## config.mk

```make
export PLATFORM = sky130hd
export DESIGN_NAME = random_balancer_with_learning_table_core
export DESIGN_NICKNAME = d
export VERILOG_FILES = /design/src/sv/rblt_pkg.sv /design/src/sv/rblt_ram.sv /design/src/sv/rblt_front.sv /design/src/sv/rblt_queue.sv /design/src/sv/rblt_back.sv /design/src/sv/random_balancer_with_learning_table_core.sv
export SDC_FILE = /design/constraint.sdc
export NUM_CORES = 2
export LEC_CHECK = 0
export BUFFER_PORTS_ARGS = -buffer_cell sky130_fd_sc_hd__buf_2
export CAP_MARGIN = 20
export CORE_AREA = 2 2 713 360
export DETAILED_ROUTE_END_ITERATION = 10
export DIE_AREA = 0 0 715 362
export GPL_ROUTABILITY_DRIVEN = 0
export PLACE_DENSITY = 0.76
export SLEW_MARGIN = 20
export SYNTH_ARGS = -nofsm -noshare
export SYNTH_HDL_FRONTEND = slang
export SYNTH_SLANG_ARGS = --single-unit
```

## constraint.sdc

```tcl
create_clock -name clk_i -period 6.6 [get_ports clk_i]
set_input_delay 0.66 -clock clk_i [delete_from_list [all_inputs] [get_ports clk_i]]
set_output_delay 0.66 -clock clk_i [all_outputs]
set_load 0.01 [all_outputs]
```

## src/sv/rblt_pkg.sv

```systemverilog
// ----------------------------------------------------------------------------
// rblt_pkg
// Shared types and constants for the random balancer with learning table.
// ----------------------------------------------------------------------------
`default_nettype none

package rblt_pkg;

  // Configuration register indexes
  localparam int CfgIndexWidth = 2;
  localparam logic [CfgIndexWidth-1:0] CFG_SERVER_ADDRESS  = 2'd0;
  localparam logic [CfgIndexWidth-1:0] CFG_SERVER_COUNT    = 2'd1;
  localparam logic [CfgIndexWidth-1:0] CFG_FLOOD_PORT_CODE = 2'd2;

  // Configuration reset values (server address is 10.1.1.254)
  localparam logic [31:0] SERVER_ADDRESS_RST  = 32'h0A01_01FE;
  localparam logic [15:0] SERVER_COUNT_RST    = 16'd4;
  localparam logic [15:0] FLOOD_PORT_CODE_RST = 16'd65531;

  // Stream widths
  localparam int InTdataWidth  = 128;
  localparam int InTuserWidth  = 2;
  localparam int OutTdataWidth = 48;
  localparam int OutTuserWidth = 4;

  // One classified event handed from the front end to the back end
  typedef struct packed {
    logic        toward;        // destination is the virtual server
    logic [31:0] key;           // source on server path, destination on return
    logic [15:0] ingress_port;
    logic [31:0] pbuf_id;
    logic [15:0] rand_egress;   // scaled random port
  } rblt_job_t;

  // Back end sequencer states
  typedef enum logic [1:0] {
    ST_IDLE,
    ST_SCAN,
    ST_FINISH
  } rblt_state_e;

endpackage

`default_nettype wire

```

## src/sv/rblt_ram.sv

```systemverilog
// ----------------------------------------------------------------------------
// rblt_ram
// Generic single write port, single read port RAM with registered read.
// ----------------------------------------------------------------------------
`default_nettype none

module rblt_ram #(
  parameter int Width = 32,
  parameter int Depth = 64
) (
  input  wire logic                     clk_i,
  input  wire logic                     we_i,
  input  wire logic [$clog2(Depth)-1:0] waddr_i,
  input  wire logic [Width-1:0]         wdata_i,
  input  wire logic [$clog2(Depth)-1:0] raddr_i,
  output      logic [Width-1:0]         rdata_o
);

  logic [Width-1:0] mem_q [Depth];

  // Write and registered read
  always_ff @(posedge clk_i) begin
    if (we_i) begin
      mem_q[waddr_i] <= wdata_i;
    end
    rdata_o <= mem_q[raddr_i];
  end

endmodule

`default_nettype wire

```

## src/sv/rblt_front.sv

```systemverilog
// ----------------------------------------------------------------------------
// rblt_front
// Accept packet-in events, drop the ones that give no result, pick the
// lookup key and scale the random word into the server port range.
// ----------------------------------------------------------------------------
`default_nettype none

module rblt_front (
  input  wire logic                                s_axis_tvalid,
  output      logic                                s_axis_tready,
  input  wire logic [rblt_pkg::InTdataWidth-1:0]   s_axis_tdata,
  input  wire logic [rblt_pkg::InTuserWidth-1:0]   s_axis_tuser,
  input  wire logic [31:0]                         server_address_i,
  input  wire logic [15:0]                         server_count_i,
  input  wire logic                                q_full_i,
  output      logic                                push_o,
  output      rblt_pkg::rblt_job_t                 job_o
);

  logic        registered;
  logic        packet_in;
  logic [31:0] src_addr;
  logic [31:0] dst_addr;
  logic [15:0] in_port;
  logic [31:0] buf_id;
  logic [15:0] rnd;
  logic [16:0] range;
  logic [32:0] scaled;

  // Unpack item fields
  assign registered = s_axis_tuser[0];
  assign packet_in  = s_axis_tuser[1];
  assign src_addr   = s_axis_tdata[31:0];
  assign dst_addr   = s_axis_tdata[63:32];
  assign in_port    = s_axis_tdata[79:64];
  assign buf_id     = s_axis_tdata[111:80];
  assign rnd        = s_axis_tdata[127:112];

  // Take an item whenever the queue has room
  assign s_axis_tready = !q_full_i;

  // Push only events that produce a result
  assign push_o = s_axis_tvalid && !q_full_i && registered && packet_in;

  // Scale random word: (rnd * (count + 1)) >> 16
  assign range  = {1'b0, server_count_i} + 17'd1;
  assign scaled = {17'd0, rnd} * {16'd0, range};

  // Classify and build the job
  always_comb begin
    job_o.toward       = (dst_addr == server_address_i);
    job_o.key          = job_o.toward ? src_addr : dst_addr;
    job_o.ingress_port = in_port;
    job_o.pbuf_id      = buf_id;
    job_o.rand_egress  = scaled[31:16];
  end

endmodule

`default_nettype wire

```

## src/sv/rblt_queue.sv

```systemverilog
// ----------------------------------------------------------------------------
// rblt_queue
// Two-entry job queue between the front end and the table engine.
// ----------------------------------------------------------------------------
`default_nettype none

module rblt_queue (
  input  wire logic                clk_i,
  input  wire logic                rst_ni,
  input  wire logic                push_i,
  input  wire rblt_pkg::rblt_job_t job_i,
  output      logic                full_o,
  input  wire logic                pop_i,
  output      logic                empty_o,
  output      rblt_pkg::rblt_job_t job_o
);

  rblt_pkg::rblt_job_t entry_q [2];
  logic       wr_ptr_q, wr_ptr_d;
  logic       rd_ptr_q, rd_ptr_d;
  logic [1:0] count_q, count_d;

  assign full_o  = (count_q == 2'd2);
  assign empty_o = (count_q == 2'd0);
  assign job_o   = entry_q[rd_ptr_q];

  // Advance pointers and occupancy
  always_comb begin
    wr_ptr_d = push_i ? !wr_ptr_q : wr_ptr_q;
    rd_ptr_d = pop_i  ? !rd_ptr_q : rd_ptr_q;
    count_d  = count_q;
    if (push_i && !pop_i) begin
      count_d = count_q + 2'd1;
    end else if (pop_i && !push_i) begin
      count_d = count_q - 2'd1;
    end
  end

  always_ff @(posedge clk_i or negedge rst_ni) begin
    if (!rst_ni) begin
      wr_ptr_q <= 1'b0;
      rd_ptr_q <= 1'b0;
      count_q  <= 2'd0;
    end else begin
      wr_ptr_q <= wr_ptr_d;
      rd_ptr_q <= rd_ptr_d;
      count_q  <= count_d;
    end
  end

  // Store job payload
  always_ff @(posedge clk_i) begin
    if (push_i) begin
      entry_q[wr_ptr_q] <= job_i;
    end
  end

endmodule

`default_nettype wire

```

## src/sv/rblt_back.sv

```systemverilog
// ----------------------------------------------------------------------------
// rblt_back
// Table engine: walk the learned entries through the table read port,
// learn new client addresses, resolve the return port and drive results.
// ----------------------------------------------------------------------------
`default_nettype none

module rblt_back #(
  parameter int TableDepth = 64
) (
  input  wire logic                                 clk_i,
  input  wire logic                                 rst_ni,
  input  wire logic                                 q_empty_i,
  input  wire rblt_pkg::rblt_job_t                  job_i,
  output      logic                                 pop_o,
  input  wire logic [15:0]                          flood_port_code_i,
  output      logic                                 m_axis_tvalid,
  input  wire logic                                 m_axis_tready,
  output      logic [rblt_pkg::OutTdataWidth-1:0]   m_axis_tdata,
  output      logic [rblt_pkg::OutTuserWidth-1:0]   m_axis_tuser
);

  localparam int AddrWidth = $clog2(TableDepth);
  localparam logic [AddrWidth:0] DepthCount = (AddrWidth+1)'(TableDepth);

  rblt_pkg::rblt_state_e state_q, state_d;
  rblt_pkg::rblt_job_t   job_q;

  logic [AddrWidth:0] idx_q, idx_d;
  logic [AddrWidth:0] cnt_q, cnt_d;
  logic               cmp_vld_q, cmp_vld_d;
  logic [15:0]        res_egress_q, res_egress_d;
  logic               res_hit_q, res_hit_d;
  logic               res_learned_q, res_learned_d;
  logic               res_full_q, res_full_d;
  logic               out_vld_q, out_vld_d;
  logic [rblt_pkg::OutTdataWidth-1:0] out_data_q;
  logic [rblt_pkg::OutTuserWidth-1:0] out_user_q;

  logic        issue;
  logic        match;
  logic        miss;
  logic        tbl_full;
  logic        tbl_we;
  logic        out_free;
  logic        load_out;
  logic [31:0] addr_rdata;
  logic [15:0] port_rdata;

  // Table stores, read at the walk index and written at the fill count
  rblt_ram #(.Width(32), .Depth(TableDepth)) u_addr_ram (
    .clk_i   (clk_i),
    .we_i    (tbl_we),
    .waddr_i (cnt_q[AddrWidth-1:0]),
    .wdata_i (job_q.key),
    .raddr_i (idx_q[AddrWidth-1:0]),
    .rdata_o (addr_rdata)
  );

  rblt_ram #(.Width(16), .Depth(TableDepth)) u_port_ram (
    .clk_i   (clk_i),
    .we_i    (tbl_we),
    .waddr_i (cnt_q[AddrWidth-1:0]),
    .wdata_i (job_q.ingress_port),
    .raddr_i (idx_q[AddrWidth-1:0]),
    .rdata_o (port_rdata)
  );

  // Control decode
  always_comb begin
    out_free = !out_vld_q || m_axis_tready;
    issue    = (state_q == rblt_pkg::ST_SCAN) && (idx_q < cnt_q);
    match    = (state_q == rblt_pkg::ST_SCAN) && cmp_vld_q && (addr_rdata == job_q.key);
    miss     = (state_q == rblt_pkg::ST_SCAN) && !issue && !cmp_vld_q;
    tbl_full = (cnt_q == DepthCount);
    tbl_we   = miss && job_q.toward && !tbl_full;
    pop_o    = (state_q == rblt_pkg::ST_IDLE) && !q_empty_i;
    load_out = (state_q == rblt_pkg::ST_FINISH) && out_free;
  end

  // Next state
  always_comb begin
    state_d = state_q;
    case (state_q)
      rblt_pkg::ST_IDLE: begin
        if (!q_empty_i) begin
          state_d = rblt_pkg::ST_SCAN;
        end
      end
      rblt_pkg::ST_SCAN: begin
        if (match || miss) begin
          state_d = rblt_pkg::ST_FINISH;
        end
      end
      rblt_pkg::ST_FINISH: begin
        if (out_free) begin
          state_d = rblt_pkg::ST_IDLE;
        end
      end
      default: state_d = rblt_pkg::ST_IDLE;
    endcase
  end

  // Walk, learn and result updates
  always_comb begin
    idx_d         = idx_q;
    cnt_d         = cnt_q;
    cmp_vld_d     = issue && !match;
    res_egress_d  = res_egress_q;
    res_hit_d     = res_hit_q;
    res_learned_d = res_learned_q;
    res_full_d    = res_full_q;
    out_vld_d     = out_vld_q;
    if (pop_o) begin
      idx_d = '0;
    end else if (issue) begin
      idx_d = idx_q + 1'b1;
    end
    if (tbl_we) begin
      cnt_d = cnt_q + 1'b1;
    end
    if (match) begin
      res_hit_d     = !job_q.toward;
      res_egress_d  = job_q.toward ? job_q.rand_egress : port_rdata;
      res_learned_d = 1'b0;
      res_full_d    = 1'b0;
    end else if (miss) begin
      res_hit_d     = 1'b0;
      res_egress_d  = job_q.toward ? job_q.rand_egress : flood_port_code_i;
      res_learned_d = job_q.toward && !tbl_full;
      res_full_d    = job_q.toward && tbl_full;
    end
    if (load_out) begin
      out_vld_d = 1'b1;
    end else if (m_axis_tready) begin
      out_vld_d = 1'b0;
    end
  end

  always_ff @(posedge clk_i or negedge rst_ni) begin
    if (!rst_ni) begin
      state_q   <= rblt_pkg::ST_IDLE;
      idx_q     <= '0;
      cnt_q     <= '0;
      cmp_vld_q <= 1'b0;
      out_vld_q <= 1'b0;
    end else begin
      state_q   <= state_d;
      idx_q     <= idx_d;
      cnt_q     <= cnt_d;
      cmp_vld_q <= cmp_vld_d;
      out_vld_q <= out_vld_d;
    end
  end

  // Payload registers
  always_ff @(posedge clk_i) begin
    res_egress_q  <= res_egress_d;
    res_hit_q     <= res_hit_d;
    res_learned_q <= res_learned_d;
    res_full_q    <= res_full_d;
    if (pop_o) begin
      job_q <= job_i;
    end
    if (load_out) begin
      out_data_q <= {job_q.pbuf_id, res_egress_q};
      out_user_q <= {res_full_q, res_learned_q, res_hit_q, job_q.toward};
    end
  end

  assign m_axis_tvalid = out_vld_q;
  assign m_axis_tdata  = out_data_q;
  assign m_axis_tuser  = out_user_q;

endmodule

`default_nettype wire

```

## src/sv/random_balancer_with_learning_table_core.sv

```systemverilog
// From input accept, an item passes the queue, the pop in the idle state, the walk over
// the learned entries through the single read port of the table RAMs (at most
// TableDepth) and the result register. The engine takes no new item before the last
// result is loaded; a two-entry queue lets input items be taken while the table walk is busy.
// Reset: control and configuration registers to defaults, table empty through a zero
// fill count; no clearing pass over the RAMs.
// ----------------------------------------------------------------------------
// random_balancer_with_learning_table_core
// Packet-in load balancer: random server port pick, client learning table and
// return path lookup with flood on miss.
// ----------------------------------------------------------------------------
`default_nettype none

module random_balancer_with_learning_table_core #(
  parameter int TableDepth = 64
) (
  input  wire logic                                   clk_i,
  input  wire logic                                   rst_ni,
  // Configuration write port
  input  wire logic                                   cfg_we_i,
  input  wire logic [rblt_pkg::CfgIndexWidth-1:0]     cfg_index_i,
  input  wire logic [31:0]                            cfg_data_i,
  // Input stream
  input  wire logic                                   s_axis_tvalid,
  output      logic                                   s_axis_tready,
  // source_address, destination_address, ingress_port, packet_buffer_id, random_word
  input  wire logic [rblt_pkg::InTdataWidth-1:0]      s_axis_tdata,
  // from_registered, is_packet_in
  input  wire logic [rblt_pkg::InTuserWidth-1:0]      s_axis_tuser,
  // Result stream
  output      logic                                   m_axis_tvalid,
  input  wire logic                                   m_axis_tready,
  // egress_port, echo_buffer_id
  output      logic [rblt_pkg::OutTdataWidth-1:0]     m_axis_tdata,
  // toward_server, lookup_hit, learned_new, table_full
  output      logic [rblt_pkg::OutTuserWidth-1:0]     m_axis_tuser
);

  logic [31:0] server_address_q;
  logic [15:0] server_count_q;
  logic [15:0] flood_port_code_q;

  logic                q_full;
  logic                q_empty;
  logic                q_push;
  logic                q_pop;
  rblt_pkg::rblt_job_t front_job;
  rblt_pkg::rblt_job_t queue_job;

  // Configuration registers
  always_ff @(posedge clk_i or negedge rst_ni) begin
    if (!rst_ni) begin
      server_address_q  <= rblt_pkg::SERVER_ADDRESS_RST;
      server_count_q    <= rblt_pkg::SERVER_COUNT_RST;
      flood_port_code_q <= rblt_pkg::FLOOD_PORT_CODE_RST;
    end else if (cfg_we_i) begin
      case (cfg_index_i)
        rblt_pkg::CFG_SERVER_ADDRESS:  server_address_q  <= cfg_data_i;
        rblt_pkg::CFG_SERVER_COUNT:    server_count_q    <= cfg_data_i[15:0];
        rblt_pkg::CFG_FLOOD_PORT_CODE: flood_port_code_q <= cfg_data_i[15:0];
        default: ;
      endcase
    end
  end

  rblt_front u_front (
    .s_axis_tvalid    (s_axis_tvalid),
    .s_axis_tready    (s_axis_tready),
    .s_axis_tdata     (s_axis_tdata),
    .s_axis_tuser     (s_axis_tuser),
    .server_address_i (server_address_q),
    .server_count_i   (server_count_q),
    .q_full_i         (q_full),
    .push_o           (q_push),
    .job_o            (front_job)
  );

  rblt_queue u_queue (
    .clk_i   (clk_i),
    .rst_ni  (rst_ni),
    .push_i  (q_push),
    .job_i   (front_job),
    .full_o  (q_full),
    .pop_i   (q_pop),
    .empty_o (q_empty),
    .job_o   (queue_job)
  );

  rblt_back #(.TableDepth(TableDepth)) u_back (
    .clk_i             (clk_i),
    .rst_ni            (rst_ni),
    .q_empty_i         (q_empty),
    .job_i             (queue_job),
    .pop_o             (q_pop),
    .flood_port_code_i (flood_port_code_q),
    .m_axis_tvalid     (m_axis_tvalid),
    .m_axis_tready     (m_axis_tready),
    .m_axis_tdata      (m_axis_tdata),
    .m_axis_tuser      (m_axis_tuser)
  );

endmodule

`default_nettype wire

```

==> impl_results.rst <==
.. list-table::
   :header-rows: 1

   * - Metric
     - Value
   * - Run status
     - finished, violations left
   * - Failing checks
     - setup timing
   * - Final clock period utilization by the worst path
     - 1.04
   * - Antenna violation net count after detailed routing
     - 0
   * - Detailed-routing wirelength on met1
     - 152000 um
   * - Setup skew after layout
     - 0.0573 ns
   * - Total wirelength of the detailed-routed design
     - 411000 um
   * - Mean cell area of the mapped netlist
     - 22.1 um^2
   * - CTS tree
     - yes
   * - Leading area contributor after synthesis
     - edfxtp_1
   * - Total CTS buffers
     - 286
   * - Number of synthesis warnings
     - 0
   * - Final Hold Vio Count
     - 0
   * - Required @ worst endpoint
     - 7.22 ns
   * - Number of DRC markers after the initial detailed-route iteration
     - 13600
   * - Via Count
     - 74800
   * - Die Span Y
     - 362 um
   * - Post-route worst setup slack
     - -0.235 ns
   * - Element type at the critical path end
     - register
   * - Filler Cells Inserted
     - 15900
   * - Syn_nets
     - 6975
   * - Power, Total
     - 82.9 mW
   * - Max Clk Rate
     - 146 MHz
   * - Floorplan Core Area
     - 253000 um^2
   * - Netlist cell types
     - 54
   * - Clock transition at the registers of the reported paths
     - 0.07 ns
   * - Share of Yosys cell area claimed by the top area cell type
     - 0.719
   * - Biggest fanout along the worst timing path
     - 7
   * - Final routed wire length divided by cell count
     - 38.3 um
   * - Final sum of negative setup slack
     - -3.75 ns
   * - Ys flop type
     - edfxtp_1
   * - Register bit total from synthesis
     - 3568
   * - Via count of the first global-routing pass
     - 72900
   * - Design Area, Final
     - 162000 um^2
   * - Path depth of the worst reg2reg path
     - 27
   * - Measured slew at the worst slew-check pin
     - 1.27 ns
   * - Worst skew pair latency
     - 0.88 ns
   * - Effective utilization at floorplan
     - 0.566
   * - Cell count after placement
     - 10100
   * - Met3 layer wire length in the routed design
     - 72100 um
   * - Wire length of the first global-routing pass
     - 568000 um
   * - # clock sinks
     - 3568
   * - Worst relative slew slack
     - 0.156
   * - Fraction of registers with async set or reset after synthesis
     - 0.0241
   * - Initial antenna violation count
     - 19
   * - Sequential element share of the synthesized area
     - 0.741
   * - Number of enable-type register cells in the synthesized netlist
     - 3432
   * - Number of rows created at floorplan
     - 131
   * - Most frequent cells after synthesis
     - 3432 x edfxtp_1, 960 x mux4_2, 234 x inv_1
   * - Instance count of the mapped netlist
     - 6491
   * - Arrival time at the worst endpoint
     - 7.46 ns
   * - Worst IR Drop VDD
     - 2580 uV
   * - Top layer in use
     - met5
   * - Half-perimeter wire length after placement
     - 226000 um
   * - Worst slack on hold paths
     - 0.0878 ns
   * - Amount of wire on met2 after detailed routing
     - 172000 um
   * - # Max-Cap Violations
     - 0
   * - Final setup violation count
     - 28
   * - Power per cell area
     - 511 nW/um^2
   * - Placed instance area
     - 151000 um^2
   * - Overflow left after global routing
     - 0
   * - Unrepaired setup endpoints after global routing
     - yes
   * - Leakage dissipation
     - 51.9 nW
   * - Clock Tree Root
     - clkbuf_16
   * - Leading cell types by total area after synthesis
     - edfxtp_1 72%, mux4_2 15%, fa_1 2.9%
   * - I/O Pins
     - 223
   * - Width of the die
     - 715 um
   * - Synthesis-to-finish area growth
     - 13.0%
   * - Post-DR vias/cell
     - 6.96
   * - IO buf count
     - 222
   * - CP startpoint kind
     - register
   * - Detailed-routing iteration count for the pre-antenna-repair pass
     - 6
   * - Most frequently used cell type in the post-synthesis netlist
     - edfxtp_1
   * - H-tree levels
     - 5
   * - Maximum number of pins on one net before global-route repair
     - 138
   * - Worst-case clock buffer depth
     - 4
   * - Worst Hold Path Cells
     - 3
   * - Non-filler instance count after layout
     - 10700
   * - Time the worst path needs with I/O delays and setup
     - 6.83 ns
   * - Total standard cell area after synthesis
     - 143000 um^2
   * - Critical path class
     - register to register
   * - Net count of the finished layout
     - 7624
   * - Overall track demand over capacity in global routing
     - 0.317
   * - Worst Hold Class
     - primary input to register
   * - Number of remaining DRC errors
     - 0
   * - Final max-slew violation count
     - 0
   * - Share of layout cells above drive strength 1
     - 0.322
   * - Area enclosed by the die boundary
     - 259000 um^2
[cell families (layout without fill, tap and decap cells)]
group,Yosys count,count (layout),synth area share
compound gates,176,176,0.00783
simple gates,538,538,0.0186
other cells,0,4,0
xor+xnor,113,113,0.00690
buf+inv,551,1412,0.0163
fa+ha+maj,315,315,0.0383
flops,3568,3568,0.741
mux,1230,1230,0.171
[area by class of cell]
| class | count | area, um^2 | share of cell area |
|---|---|---|---|
| Multi-Input combinational cell | 2372 | 36100 | 0.222 |
| Inverter | 235 | 887 | 0.00547 |
| Timing Repair Buffer | 677 | 5630 | 0.0347 |
| Tap cell | 3391 | 4240 | 0.0262 |
| Antenna cell | 4 | 10.0 | 0.0000617 |
| Sequential cell | 3568 | 106000 | 0.656 |
| Clock buffer | 367 | 7690 | 0.0474 |
| Clock inverter | 133 | 1330 | 0.00818 |
[stage by stage]
step	worst slack, ns	util
2_1_floorplan	0.00342	-
3_3_place_gp	-0.640	0.597
3_5_place_dp	-0.689	0.598
4_1_cts	-0.0663	0.639
5_1_grt	-0.390	0.640
6_report	-0.235	0.640
[worst max-delay path, stage by stage, from the launching register on]
cell and delay, ns:
dfstp_2 0.59, nand2_4 0.07, buf_6 0.12, nor3_4 0.18, buf_6 0.14, nand3_4 0.09, xnor2_2 0.23, buf_6 0.17
nand2_1 0.08, fa_1 0.48, fa_2 0.52, fa_1 0.53, inv_1 0.06, fa_1 0.44, fa_1 0.55, inv_1 0.06
fa_1 0.49, inv_2 0.05, ha_4 0.23, buf_4 0.13, nand3_1 0.10, o22ai_2 0.11, o21a_1 0.18, a311oi_2 0.28
buf_6 0.20, o2111ai_2 0.15, a31oi_1 0.22, xnor2_1 0.10
[layer usage]
layer  up-vias  track usage
met5         -      0.00148
met3       812        0.120
met1     39400        0.480
met2      6785        0.429
met4        16        0.103
li1      27800            -
[repair_timing]
action	4_1_cts	5_1_grt
pin swaps	63	43
resized for setup	102	53
endpoints found under the hold margin	148	0
buffers inserted	27	15
setup endpoints to repair	32	32
gates cloned	0	0
hold buffers	65	0
[power breakdown]
group          switching [mW]  leakage [nW]  total [mW]  internal (mW)
clock                    8.00          4.41        17.2           9.23
sequential              0.755          32.3        29.8           29.1
combinational            20.0          15.2        35.8           15.9
total                    28.7          51.9        82.9           54.2
[sequential cells by signal (all words and copies together) (netlist names), 2 cells and up]
register                   cells
u_back.res_egress_q           16
u_back.u_port_ram.mem_q     1024
u_queue.count_q                2
u_back.u_addr_ram.mem_q     2048
server_address_q              32
flood_port_code_q             16
u_back.cnt_q                   7
u_back.m_axis_tdata           48
u_back.m_axis_tuser            4
u_back.job_q                  97
u_back.u_addr_ram.rdata_o     32
u_queue.entry_q              194
u_back.idx_q                   7
u_back.state_q                 2
u_back.u_port_ram.rdata_o     16
server_count_q                16
[final timing paths]
kind / from / to / slack, ns
worst max-delay path: server_count_q[2] / u_queue.entry_q[0][15] / -0.23
max in group asynchronous: rst_ni / u_back.idx_q[2] / 5.14
worst max register to register: server_count_q[2] / u_queue.entry_q[0][15] / -0.23
worst min register to register: u_back.job_q[40] / u_back.m_axis_tdata[40] / 0.41
worst min-delay path: m_axis_tready / u_back.m_axis_tvalid / 0.09
min in group asynchronous: rst_ni / u_queue.wr_ptr_q / 0.36
[layout by cell type (no fill, tap or decap), drive strengths merged, types with 19 or more instances in the layout]
cell         instances
nor2                88
nand3               24
nand4               20
dfxtp               50
xor2                62
a21oi               55
and2               118
mux4               960
edfxtp            3432
nand2              181
ha                 109
mux2i               77
a21o                19
buf                612
xnor2               51
clkinv              92
clkbuf             367
bufinv              24
fa                 206
dlygate4sd3         65
dfrtp               59
mux2               193
nor2b               50
dfstp               27
o21ai               27
inv                246
a211oi              50
(Power assumes the default switching activity.)
